`src/hdl/bdr_pkg.sv`:
```
// Shared types, constants and reset values for the brace depth re-indenter.
package bdr_pkg;

  localparam int DEPTH_W       = 4;
  localparam int CNT_W         = 6;
  localparam int IW_W          = 3;
  localparam int ADDR_W        = 3;
  localparam int DATA_W        = 32;
  localparam int MAX_DEPTH_DEF = 15;
  localparam int QDEPTH_DEF    = 2;

  localparam logic [IW_W-1:0] IW_RESET = 3'd4;
  localparam logic [IW_W-1:0] IW_CAP   = 3'd4;

  localparam logic [ADDR_W-3:0] REG_INDENT = '0;

  localparam logic [7:0] CH_LBRACE = 8'h7B;
  localparam logic [7:0] CH_RBRACE = 8'h7D;
  localparam logic [7:0] CH_DQUOTE = 8'h22;
  localparam logic [7:0] CH_SQUOTE = 8'h27;
  localparam logic [7:0] CH_SLASH  = 8'h2F;
  localparam logic [7:0] CH_STAR   = 8'h2A;
  localparam logic [7:0] CH_BSLASH = 8'h5C;
  localparam logic [7:0] CH_LF     = 8'h0A;
  localparam logic [7:0] CH_CR     = 8'h0D;
  localparam logic [7:0] CH_TAB    = 8'h09;
  localparam logic [7:0] CH_SPACE  = 8'h20;
  localparam logic [7:0] CH_NUL    = 8'h00;

  typedef struct packed {
    logic [7:0] in_byte;
    logic       text_last;
  } in_item_t;

  typedef struct packed {
    logic [7:0] out_byte;
    logic       run_last;
    logic       text_end;
  } out_item_t;

  typedef struct packed {
    logic               en;
    logic [IW_W-1:0]    value;
  } cfg_wr_t;

  typedef struct packed {
    logic [DEPTH_W-1:0] depth;
    logic               line_start;
    logic               in_str;
    logic               in_chr;
    logic               in_lc;
    logic               in_bc;
    logic               esc;
    logic               slash;
    logic               star;
  } lex_state_t;

  localparam lex_state_t LEX_RESET = '{
    depth: '0, line_start: 1'b1, in_str: 1'b0, in_chr: 1'b0, in_lc: 1'b0,
    in_bc: 1'b0, esc: 1'b0, slash: 1'b0, star: 1'b0
  };

  typedef struct packed {
    logic [7:0]       data_byte;
    logic [CNT_W-1:0] spaces;
    logic             has_byte;
    logic             last;
  } cmd_t;

  typedef enum logic [1:0] {
    ST_IDLE,
    ST_SPACE,
    ST_BYTE,
    ST_TERM
  } bstate_t;

endpackage

```
`src/hdl/bdr_if.sv`:
```
// Valid/ready stream interfaces for input bytes and result beats.
interface bdr_in_if ();
  import bdr_pkg::*;
  logic     valid;
  logic     ready;
  in_item_t data;
  modport source (output valid, output data, input ready);
  modport sink (input valid, input data, output ready);
endinterface

interface bdr_out_if ();
  import bdr_pkg::*;
  logic      valid;
  logic      ready;
  out_item_t data;
  modport source (output valid, output data, input ready);
  modport sink (input valid, input data, output ready);
endinterface

```
`src/hdl/bdr_front.sv`:
```
// Front end: lexical state tracking, indent count and command generation.
module bdr_front #(
  parameter int MAX_DEPTH = bdr_pkg::MAX_DEPTH_DEF
) (
  input  logic                  clk,
  input  logic                  rst,
  bdr_in_if.sink                in_ch,
  input  bdr_pkg::cfg_wr_t      cfg,
  output logic [bdr_pkg::IW_W-1:0] indent_width,
  input  logic                  q_full,
  output logic                  push,
  output bdr_pkg::cmd_t         cmd
);
  import bdr_pkg::*;

  lex_state_t         st;
  lex_state_t         st_next;
  logic               accept;
  logic               drop;
  logic [7:0]         b;
  logic [DEPTH_W-1:0] lv;
  logic [IW_W-1:0]    w;
  logic [DEPTH_W+IW_W-1:0] prod;
  logic               code_done;

  assign b            = in_ch.data.in_byte;
  assign in_ch.ready  = !q_full;
  assign accept       = in_ch.valid && in_ch.ready;
  assign w            = (indent_width > IW_CAP) ? IW_CAP : indent_width;

  always_comb begin
    st_next   = st;
    drop      = 1'b0;
    code_done = 1'b0;
    lv        = st.depth;
    if (st.line_start && !st.in_str && !st.in_bc && !st.in_chr &&
        b != CH_SPACE && b != CH_TAB && b == CH_RBRACE && st.depth != '0) begin
      lv = st.depth - 1'b1;
    end
    prod = {{IW_W{1'b0}}, lv} * {{DEPTH_W{1'b0}}, w};
    cmd.data_byte = b;
    cmd.last      = in_ch.data.text_last;
    cmd.spaces    = '0;
    if (st.line_start) begin
      if (!st.in_str && !st.in_bc && !st.in_chr) begin
        if (b == CH_SPACE || b == CH_TAB) begin
          drop = 1'b1;
        end else begin
          if (b != CH_LF && b != CH_CR) begin
            cmd.spaces = CNT_W'(prod);
          end
          st_next.line_start = 1'b0;
        end
      end else begin
        st_next.line_start = 1'b0;
      end
    end
    cmd.has_byte = !drop;

    if (!drop) begin
      if (st.esc) begin
        st_next.esc = 1'b0;
      end else begin
        if (st.in_lc) begin
          st_next.in_lc = st.in_lc;
        end else if (st.in_bc) begin
          if (st.star && b == CH_SLASH) begin
            st_next.in_bc = 1'b0;
            st_next.star  = 1'b0;
          end else begin
            st_next.star = (b == CH_STAR);
          end
        end else if (st.in_str) begin
          if (b == CH_BSLASH) begin
            st_next.esc = 1'b1;
          end else if (b == CH_DQUOTE) begin
            st_next.in_str = 1'b0;
          end
        end else if (st.in_chr) begin
          if (b == CH_BSLASH) begin
            st_next.esc = 1'b1;
          end else if (b == CH_SQUOTE) begin
            st_next.in_chr = 1'b0;
          end
        end else begin
          if (st.slash) begin
            st_next.slash = 1'b0;
            if (b == CH_SLASH) begin
              st_next.in_lc = 1'b1;
              code_done     = 1'b1;
            end else if (b == CH_STAR) begin
              st_next.in_bc = 1'b1;
              st_next.star  = 1'b0;
              code_done     = 1'b1;
            end
          end
          if (!code_done) begin
            if (b == CH_SLASH) begin
              st_next.slash = 1'b1;
            end else if (b == CH_DQUOTE) begin
              st_next.in_str = 1'b1;
            end else if (b == CH_SQUOTE) begin
              st_next.in_chr = 1'b1;
            end else if (b == CH_LBRACE) begin
              if (st.depth < DEPTH_W'(MAX_DEPTH)) begin
                st_next.depth = st.depth + 1'b1;
              end
            end else if (b == CH_RBRACE) begin
              if (st.depth != '0) begin
                st_next.depth = st.depth - 1'b1;
              end
            end
          end
        end
        if (b == CH_LF) begin
          st_next.line_start = 1'b1;
          st_next.in_lc      = 1'b0;
        end
      end
    end

    if (in_ch.data.text_last) begin
      st_next = LEX_RESET;
    end
  end

  assign push          = accept && (!drop || in_ch.data.text_last);

  always_ff @(posedge clk) begin
    if (rst) begin
      st           <= LEX_RESET;
      indent_width <= IW_RESET;
    end else begin
      if (accept) begin
        st <= st_next;
      end
      if (accept && in_ch.data.text_last) begin
        indent_width <= IW_RESET;
      end else if (cfg.en) begin
        indent_width <= cfg.value;
      end
    end
  end

  a_last_resets: assert property (@(posedge clk) disable iff (rst)
    accept && in_ch.data.text_last |=> st == LEX_RESET && indent_width == IW_RESET)
    else $error("state not restored after final byte");

  a_depth_cap: assert property (@(posedge clk) disable iff (rst)
    accept |=> st.depth <= DEPTH_W'(MAX_DEPTH))
    else $error("nesting depth beyond limit");

endmodule

```
`src/hdl/bdr_fifo.sv`:
```
// Short command queue between front and back end.
module bdr_fifo #(
  parameter int DEPTH = bdr_pkg::QDEPTH_DEF
) (
  input  logic          clk,
  input  logic          rst,
  input  logic          push,
  input  bdr_pkg::cmd_t push_data,
  output logic          full,
  input  logic          pop,
  output logic          q_valid,
  output bdr_pkg::cmd_t q_data
);
  import bdr_pkg::*;

  localparam int PTR_W = (DEPTH > 1) ? $clog2(DEPTH) : 1;
  localparam int CNT_W_Q = $clog2(DEPTH + 1);

  cmd_t               entries [DEPTH];
  logic [PTR_W-1:0]   wr_ptr;
  logic [PTR_W-1:0]   rd_ptr;
  logic [CNT_W_Q-1:0] count;

  assign full    = (count == CNT_W_Q'(DEPTH));
  assign q_valid = (count != '0);
  assign q_data  = entries[rd_ptr];

  always_ff @(posedge clk) begin
    if (push) begin
      entries[wr_ptr] <= push_data;
    end
  end

  always_ff @(posedge clk) begin
    if (rst) begin
      wr_ptr <= '0;
      rd_ptr <= '0;
      count  <= '0;
    end else begin
      if (push) begin
        wr_ptr <= (wr_ptr == PTR_W'(DEPTH - 1)) ? '0 : wr_ptr + 1'b1;
      end
      if (pop) begin
        rd_ptr <= (rd_ptr == PTR_W'(DEPTH - 1)) ? '0 : rd_ptr + 1'b1;
      end
      if (push && !pop) begin
        count <= count + 1'b1;
      end else if (pop && !push) begin
        count <= count - 1'b1;
      end
    end
  end

  a_no_overrun: assert property (@(posedge clk) disable iff (rst)
    (full |-> !push) and (!q_valid |-> !pop))
    else $error("command queue overrun or underrun");

endmodule

```
`src/hdl/bdr_back.sv`:
```
// Back end: plays out indent spaces, the copied byte and the terminator.
module bdr_back (
  input  logic          clk,
  input  logic          rst,
  input  logic          q_valid,
  input  bdr_pkg::cmd_t q_data,
  output logic          pop,
  bdr_out_if.source     out_ch
);
  import bdr_pkg::*;

  bstate_t          state;
  bstate_t          state_next;
  bstate_t          first_state;
  cmd_t             cur;
  logic [CNT_W-1:0] rem;
  logic             fire;
  logic             final_beat;

  assign fire       = out_ch.valid && out_ch.ready;
  assign final_beat = out_ch.data.run_last;
  assign pop        = q_valid && (state == ST_IDLE || (fire && final_beat));

  always_comb begin
    if (q_data.spaces != '0) begin
      first_state = ST_SPACE;
    end else if (q_data.has_byte) begin
      first_state = ST_BYTE;
    end else begin
      first_state = ST_TERM;
    end
  end

  // next state
  always_comb begin
    state_next = state;
    case (state)
      ST_IDLE: begin
        if (q_valid) begin
          state_next = first_state;
        end
      end
      ST_SPACE, ST_BYTE, ST_TERM: begin
        if (fire) begin
          if (final_beat) begin
            state_next = q_valid ? first_state : ST_IDLE;
          end else if (state == ST_SPACE) begin
            if (rem == CNT_W'(1)) begin
              state_next = cur.has_byte ? ST_BYTE : ST_TERM;
            end
          end else begin
            state_next = ST_TERM;
          end
        end
      end
      default: state_next = ST_IDLE;
    endcase
  end

  // outputs
  always_comb begin
    out_ch.valid         = 1'b1;
    out_ch.data.out_byte = CH_NUL;
    out_ch.data.run_last = 1'b0;
    out_ch.data.text_end = 1'b0;
    case (state)
      ST_IDLE: begin
        out_ch.valid = 1'b0;
      end
      ST_SPACE: begin
        out_ch.data.out_byte = CH_SPACE;
        out_ch.data.run_last = (rem == CNT_W'(1)) && !cur.has_byte && !cur.last;
      end
      ST_BYTE: begin
        out_ch.data.out_byte = cur.data_byte;
        out_ch.data.run_last = !cur.last;
      end
      ST_TERM: begin
        out_ch.data.run_last = 1'b1;
        out_ch.data.text_end = 1'b1;
      end
      default: begin
        out_ch.valid = 1'b0;
      end
    endcase
  end

  always_ff @(posedge clk) begin
    if (rst) begin
      state <= ST_IDLE;
    end else begin
      state <= state_next;
    end
  end

  always_ff @(posedge clk) begin
    if (pop) begin
      cur <= q_data;
      rem <= q_data.spaces;
    end else if (fire && state == ST_SPACE) begin
      rem <= rem - 1'b1;
    end
  end

  a_space_count: assert property (@(posedge clk) disable iff (rst)
    state == ST_SPACE |-> rem != '0)
    else $error("space run with empty count");

endmodule

```
`src/hdl/brace_depth_reindenter.sv`:
```
// Top level of the brace depth re-indenter: APB register, front, queue and back.
// An accepted byte is queued, then the back end pops it and registers its first state.
// Throughput: one result beat per cycle while text_out is ready; an item's results
// are its indent spaces, its copied byte and, on the final byte, a terminator.
// Input is taken while the two-entry command queue has room.
// Reset (rst, synchronous): lexer state cleared, depth 0, indent width 4, queue empty.
module brace_depth_reindenter #(
  parameter int MAX_DEPTH = bdr_pkg::MAX_DEPTH_DEF,
  parameter int QDEPTH    = bdr_pkg::QDEPTH_DEF
) (
  input  logic                       clk,
  input  logic                       rst,
  bdr_in_if.sink                     text_in,
  bdr_out_if.source                  text_out,
  input  logic                       psel,
  input  logic                       penable,
  input  logic                       pwrite,
  input  logic [bdr_pkg::ADDR_W-1:0] paddr,
  input  logic [bdr_pkg::DATA_W-1:0] pwdata,
  output logic [bdr_pkg::DATA_W-1:0] prdata,
  output logic                       pready
);
  import bdr_pkg::*;

  cfg_wr_t         cfg;
  logic [IW_W-1:0] indent_width;
  logic            q_full;
  logic            push;
  cmd_t            cmd;
  logic            pop;
  logic            q_valid;
  cmd_t            q_data;
  logic            reg_hit;

  assign pready    = 1'b1;
  assign reg_hit   = (paddr[ADDR_W-1:2] == REG_INDENT);
  assign cfg.en    = psel && penable && pwrite && pready && reg_hit;
  assign cfg.value = pwdata[IW_W-1:0];
  assign prdata    = reg_hit ? {{(DATA_W-IW_W){1'b0}}, indent_width} : '0;

  bdr_front #(
    .MAX_DEPTH (MAX_DEPTH)
  ) u_front (
    .clk          (clk),
    .rst          (rst),
    .in_ch        (text_in),
    .cfg          (cfg),
    .indent_width (indent_width),
    .q_full       (q_full),
    .push         (push),
    .cmd          (cmd)
  );

  bdr_fifo #(
    .DEPTH (QDEPTH)
  ) u_fifo (
    .clk       (clk),
    .rst       (rst),
    .push      (push),
    .push_data (cmd),
    .full      (q_full),
    .pop       (pop),
    .q_valid   (q_valid),
    .q_data    (q_data)
  );

  bdr_back u_back (
    .clk     (clk),
    .rst     (rst),
    .q_valid (q_valid),
    .q_data  (q_data),
    .pop     (pop),
    .out_ch  (text_out)
  );

endmodule

```
`src/flat_wrapper.sv`:
```
// flat-port wrapper written by rule: the top's interface ports become plain ports
module brace_depth_reindenter_flat import bdr_pkg::*;
#(
  parameter int MAX_DEPTH = bdr_pkg::MAX_DEPTH_DEF,
  parameter int QDEPTH    = bdr_pkg::QDEPTH_DEF
)
  (clk, rst, psel, penable, pwrite, paddr, pwdata, prdata, pready, text_in_valid, text_in_data, text_in_ready, text_out_valid, text_out_data, text_out_ready);
  bdr_in_if text_in_i ();
  bdr_out_if text_out_i ();
  input  logic clk;
  input  logic rst;
  input  logic psel;
  input  logic penable;
  input  logic pwrite;
  input  logic [bdr_pkg::ADDR_W-1:0] paddr;
  input  logic [bdr_pkg::DATA_W-1:0] pwdata;
  output logic [bdr_pkg::DATA_W-1:0] prdata;
  output logic pready;
  input wire logic [$bits(text_in_i.valid)-1:0] text_in_valid;
  input wire logic [$bits(text_in_i.data)-1:0] text_in_data;
  output wire logic [$bits(text_in_i.ready)-1:0] text_in_ready;
  output wire logic [$bits(text_out_i.valid)-1:0] text_out_valid;
  output wire logic [$bits(text_out_i.data)-1:0] text_out_data;
  input wire logic [$bits(text_out_i.ready)-1:0] text_out_ready;
  assign text_in_i.valid = text_in_valid;
  assign text_in_i.data = text_in_data;
  assign text_in_ready = text_in_i.ready;
  assign text_out_valid = text_out_i.valid;
  assign text_out_data = text_out_i.data;
  assign text_out_i.ready = text_out_ready;
  brace_depth_reindenter #(.MAX_DEPTH(MAX_DEPTH), .QDEPTH(QDEPTH)) u_core (.clk(clk), .rst(rst), .text_in(text_in_i), .text_out(text_out_i), .psel(psel), .penable(penable), .pwrite(pwrite), .paddr(paddr), .pwdata(pwdata), .prdata(prdata), .pready(pready));
endmodule
```
`config.mk`:
```
export PLATFORM = sky130hd
export DESIGN_NAME = brace_depth_reindenter_flat
export DESIGN_NICKNAME = d
export VERILOG_FILES = /design/src/hdl/bdr_pkg.sv /design/src/hdl/bdr_if.sv /design/src/hdl/bdr_front.sv /design/src/hdl/bdr_fifo.sv /design/src/hdl/bdr_back.sv /design/src/hdl/brace_depth_reindenter.sv /design/src/flat_wrapper.sv
export SDC_FILE = /design/constraint.sdc
export NUM_CORES = 1
export LEC_CHECK = 0
export ABC_AREA = 1
export BUFFER_PORTS_ARGS = -buffer_cell sky130_fd_sc_hd__buf_4
export CAP_MARGIN = 10
export CORE_ASPECT_RATIO = 0.75
export CORE_MARGIN = 10
export CORE_UTILIZATION = 57
export CTS_BUF_LIST = sky130_fd_sc_hd__clkbuf_4
export DETAILED_ROUTE_END_ITERATION = 8
export PLACE_DENSITY = 0.9
export SLEW_MARGIN = 30
export SYNTH_ARGS = -nofsm -noshare
export SYNTH_HDL_FRONTEND = slang
export SYNTH_SLANG_ARGS = --single-unit
```
`constraint.sdc`:
```
create_clock -name clk -period 3.6 [get_ports clk]
set_clock_uncertainty 0.1 [all_clocks]
set_input_delay 0.18 -clock clk [delete_from_list [all_inputs] [get_ports clk]]
set_output_delay 0.18 -clock clk [all_outputs]
set_load 0.01 [all_outputs]
```
# [Word-level counts from Yosys, hierarchy flattened]
# Memory sizes are Yosys's and may differ from the RTL's. A register that Yosys moved wholly into a read port is not among the register bits.
# Index checks and enable logic that the tools add are counted.
# Widths: inputs -> output; s select.
[classes] n_addsub=7 mul=1 magnitude_cmp=2 n_eq_ne=36 mux=98 bitwise_logic=1 reduce_logical=58
[ops] cell="$mux 4" n=14
[ops] cell="$mux 1" n=50
[ops] cell="$eq 8x6->1 const B" n=5
[ops] cell="$mux 2" n=18
[ops] cell="$mux 6" n=6
[ops] cell="$logic_and 1x1->1" n=25
[ops] cell="$eq 8x7->1 const B" n=3
[ops] cell="$mux 12" n=2
[ops] cell="$ne 2x2->1 const B" n=12
[ops] cell="$ne 8x4->1 const B" n=3
[ops] cell="$eq 8x4->1 const B" n=2
[ops] cell="$pmux 8 s2" n=1
[ops] cell="$reduce_and 14->1" n=1
[ops] cell="$mux 3" n=4
[ops] cell="$reduce_bool 3->1" n=4
[ops] cell="$logic_not 1->1" n=9
[ops] cell="$mux 9" n=1
[ops] cell="$ne 3x3->1 const B" n=3
[ops] cell="$reduce_and 9->1" n=1
[ops] cell="$ne 8x6->1 const B" n=1
[ops] cell="$reduce_and 7->1" n=1
[ops] cell="$eq 2x2->1 const B" n=3
[ops] cell="$eq 6x1->1 const B" n=1
[ops] cell="$mul 4x3->6" n=1
[ops] cell="other kinds (26)" n=32
[totals] ff_bits=37 mem_bits_rw=32 out_inout_bits=45 wordCells=222 n_memories=1
[memory_table] name="u_core.u_fifo.entries" words=2 word_bits=16 rd=1 rd_clocked_by_memory_dff=1 wr=1 line="bdr_fifo.sv:19" source="cmd_t entries [DEPTH];"

# [Logic depth before layout (Yosys ltp)]
[depth] ltp_word=19 depth_mapped=19 depth_no_buf=19

# [By module]
# From an unflattened synthesis, not the netlist that was laid out.
[unflattened] hier_cells=519 hier_area_um2=4488.1
[modules_own_cells] mod="bdr_front" n_inst=1 cells_per_inst=277 area_per_inst_um2=1681.6 seq_area_each_um2=300.3
[modules_own_cells] mod="bdr_fifo" n_inst=1 cells_per_inst=83 area_per_inst_um2=1436.4 seq_area_each_um2=1061.0
[modules_own_cells] mod="bdr_back" n_inst=1 cells_per_inst=117 area_per_inst_um2=1097.3 seq_area_each_um2=520.5
[modules_own_cells] mod="brace_depth_reindenter" n_inst=1 cells_per_inst=42 area_per_inst_um2=272.8 seq_area_each_um2=0.0

# [Least setup slack after synthesis]
# No wires, ideal clock.
[synth_path] path_kind="register to register" start="reg u_core.u_front.st[8] (netlist name)" end="mem u_core.u_fifo.entries[0][7] (netlist name) (data pin)" setup_ns=0.255 arrival_ns=2.744 required_time_ns=3.245 setup_slack_ns=0.501 path_stages_with_launch=20 path_buffers=0 synth_period_minus_slack_ns=3.099 cell_sequence="dfxtp_1 inv_1 ha_1 nand3_1 inv_1 nor2_4 nand3_2 clkinv_2 nor2_2 a21oi_2 nand2_1 fa_1 inv_1 ha_1 nand3_1 nand2_1 xnor2_1 nand2_1 nand2_1 nor2_1"
[synth_rtl] element="from (decl)" line="bdr_front.sv:16" source="lex_state_t st;"
[synth_rtl] element="from (signal assigned)" line="bdr_front.sv:135" source="st <= st_next;"
[synth_rtl] element="to (decl)" line="bdr_fifo.sv:19"

==> flow_summary.yaml <==
floorplan:
  fp.dieH_um: 95.67
  die_w_um: 120.9
  core_area_um2: 7398
  start_util_pct: 58.82
  die_area_um2: 11570
  num_rows: 27
  ios: 96
yosys:
  yosysTopAreaCellShare_pct: 33.12
  yosysMostFrequentCell: "nand2_1"
  synth-compound-area-share_pct: 6.642
  synthXorXnorAreaFrac_pct: 2.214
  synth_edf_count: 48
  synth_top_flop_cell: "edfxtp_1"
  netlist-cell-type-count: 37
  syn_avg_cell_area_um2: 8.226
  ys_top_cells_by_count: "nand2_1, inv_1, nor2_1"
  syn-cell-area_um2: 4352
  async_flop_share_pct: 0
  synth_top_family_by_area: "simple AND/OR/NAND/NOR gates"
  synthCells: 529
  yosysWarnings: 0
  synthMuxAreaShare_pct: 2.588
  synthAdderAreaFrac_pct: 5.405
  yosys.area.top_type: "edfxtp_1"
  yosys.area_share.simple_pct: 26.37
  ys_ff_latch: 70
  synth_area_leaders: "edfxtp_1, dfxtp_1, nand2_1"
  yosysSeqAreaShare_pct: 43.24
timing:
  slew_headroom_pct: 41.22
  tns_ps: 0
  setup-violations-final: 0
  grt_setup_unrepaired: "no"
  fin_crit_ps: 3266
  fin_crit_sh_pct: 90.71
  drv_slew: 0
  fmaxAchievable_ghz: 0.3062
  hold_violations: 0
  whs_ps: 119.2
  tightest_slew_ps: 872.5
cells_and_area:
  nets: 650
  final_area_um2: 4871
  drive_above_1_share_pct: 18.57
  syn_to_final_growth_pct: 11.93
pwr:
  ir_drop_mv: 0.3233
  p_leak_nw: 2.202
  power_density_nw_per_um2: 544.0
worst_setup_path:
  cp-start-kind: "flip-flop"
  critPathMostFrequentCell: "nand2_1"
  cpMaxStageDelayCell: "fa_1"
  critPathKind: "flip-flop to flip-flop"
  cp.required_ps: 3710
  worst_ep_arrival_time_ps: 3370
  critPathBufInv: 4
  crit_path_end_kind: "flip-flop"
  critPathMaxStageDelay_ps: 540
  path_max_fanout: 6
  critical_path.top_delay_family: "adder cells"
  path_cells: "inv_1, ha_1, nand3_1, inv_1, nor2_4, nand3_2, clkinv_2, nor2_2, a21oi_2, nand2_1, fa_1, inv_1, ha_1, nand3_1, nand2_1, xnor2_1, nand2_1, nand2_1, nor2_1"
route:
  vias: 3491
  firstDrtPassIters: 5
  wl_mm: 9.124
  vias_per_cell: 5.067
  ant_nets: 0
  drc: 0
  routedWlPerCell_um: 13.24
  drt_iter0_markers: 264
clock_network:
  cts_tree: "built"
  postCtsSetupBuffers: 0
  worstSkewPairLatency_ps: 440
  cts_max_path_buffers: 2
  numClockSinks: 70
  cts_root_buffer: "clkbuf_4"
  cts_buffers: 9
  path_clk_slew_ps: 130
  htreeDepth: 3
global_route:
  grt_pass1_vias: 3300
  globalRouteTotalUtil_pct: 16.18
  antenna_found_initial: 1
  grt_max_degree: 23
  grt_overflow_total: 0
  grt_first_pass_wirelength_mm: 15.11
run_status:
  status: "finished, final reports clean"
job:
  maxCapViolations: 0
min_path:
  hp-class: "primary input to flip-flop"
placed_design:
  detailed_place.area_um2: 4599
  io_buffers: 34
  dp_hpwl_mm: 7.018
  gp_routability_congestion: 0.8979
==> state kept, by name (all words and copies together), names as in the netlist, named ones only <==
name	flops
u_core.u_fifo.entries	32
u_core.u_front.st	12
u_core.u_back.cur	10
u_core.u_back.rem	6
u_core.u_front.indent_width	3
u_core.u_back.state	2
u_core.u_fifo.count	2
u_core.u_fifo.rd_ptr	1
u_core.u_fifo.wr_ptr	1
==> what timing repair did <==
item / CTS / global route
resized for setup: 0 / 0
setup endpoints to repair: 0 / 0
hold endpoints to repair: 29 / 0
hold buffers: 14 / 0
==> worst min-delay path, delay by kind of cell <==
family          cells  cell delay [ps]
simple gates        2              280
compound gates      1               60
buf+inv             1              100
==> report_power, final <==
| part | internal [W] | leakage, nW | switching, W |
|---|---|---|---|
| registers | 0.00110 | 0.626 | 0.000107 |
| logic | 0.000347 | 1.51 | 0.000614 |
| clock network | 0.000154 | 0.0655 | 0.000324 |
| total | 0.00160 | 2.20 | 0.00105 |
==> per-layer routing <==
layer / vias up / wire [um] / global-route usage (%)
li1: 1747 / - / -
met1: 1581 / 3687 / 19.17
met2: 146 / 4361 / 27.03
met3: 17 / 941 / 5.372
met4: 0 / 133 / 5.912
met5: - / 0 / 0
==> metrics by stage <==
| stage | cells | util [%] | total power (W) | setup slack, ps |
|---|---|---|---|---|
| floorplan | 557 | - | 0.001922 | 500.8 |
| global placement | 658 | 62.17 | 0.002097 | 451.2 |
| detailed placement | 658 | 62.17 | 0.002171 | 351.7 |
| CTS | 688 | 65.80 | 0.002659 | 315.0 |
| global route | 689 | 65.84 | 0.002832 | 70.80 |
| finish | 689 | 65.84 | 0.002650 | 334.4 |
==> worst paths after layout <==
| path | start | cells after the start | endpoint | slack [ps] |
|---|---|---|---|---|
| worst max register to register | u_core.u_front.st[8]$_SDFFE_PP0P_ | 19 | u_core.u_fifo.entries[0][7]$_DFFE_PP_ | 330 |
| worst min-delay path | psel | 4 | u_core.u_front.indent_width[0]$_SDFFE_PP0P_ | 120 |
| worst min register to register | u_core.u_front.indent_width[0]$_SDFFE_PP0P_ | 2 | u_core.u_front.indent_width[0]$_SDFFE_PP0P_ | 380 |
| worst max-delay path | u_core.u_front.st[8]$_SDFFE_PP0P_ | 19 | u_core.u_fifo.entries[0][7]$_DFFE_PP_ | 330 |
==> kinds of logic after synthesis <==
family | after synthesis
AO/OA/AOI/OAI | 51
XOR/XNOR | 11
adder cells (fa/ha/maj) | 17
buffers and inverters | 120
flip-flops | 70
multiplexers | 10
other | 2
AND/OR/NAND/NOR | 248
==> final cells by class <==
cell class / count / area (um^2)
tap: 101 / 126.4
clock buffer: 9 / 67.56
multi-input combinational: 367 / 1993
sequential: 70 / 1882
inverter: 81 / 305.3
timing repair buffer: 53 / 432.9
fill: 614 / 2527
antenna: 1 / 2.502
clock inverter: 7 / 61.31
==> placed cells by master (no fill, tap or decap), types with 2 or more instances in the layout <==
cell | Yosys | final
inv_6 | 0 | 3
nand3_1 | 30 | 30
inv_1 | 74 | 74
nor2_2 | 8 | 8
nor3_1 | 4 | 4
a21boi_0 | 2 | 2
nor2_1 | 70 | 70
o21ai_1 | 9 | 9
a21oi_1 | 16 | 16
dlygate4sd3_1 | 0 | 14
edfxtp_1 | 48 | 48
nand2_2 | 12 | 12
nand2_4 | 2 | 2
fa_1 | 3 | 3
clkbuf_4 | 0 | 9
o21ai_0 | 17 | 17
nor2_4 | 5 | 5
a21oi_2 | 3 | 3
dfxtp_1 | 22 | 22
buf_4 | 33 | 39
clkinvlp_4 | 0 | 2
xnor2_1 | 5 | 5
inv_2 | 6 | 6
nand3_2 | 4 | 4
nand2_1 | 99 | 99
mux2_2 | 10 | 10
ha_1 | 14 | 14
conb_1 | 2 | 30
nand4_1 | 10 | 10
xor2_1 | 6 | 6
(Power assumes the default switching activity.)
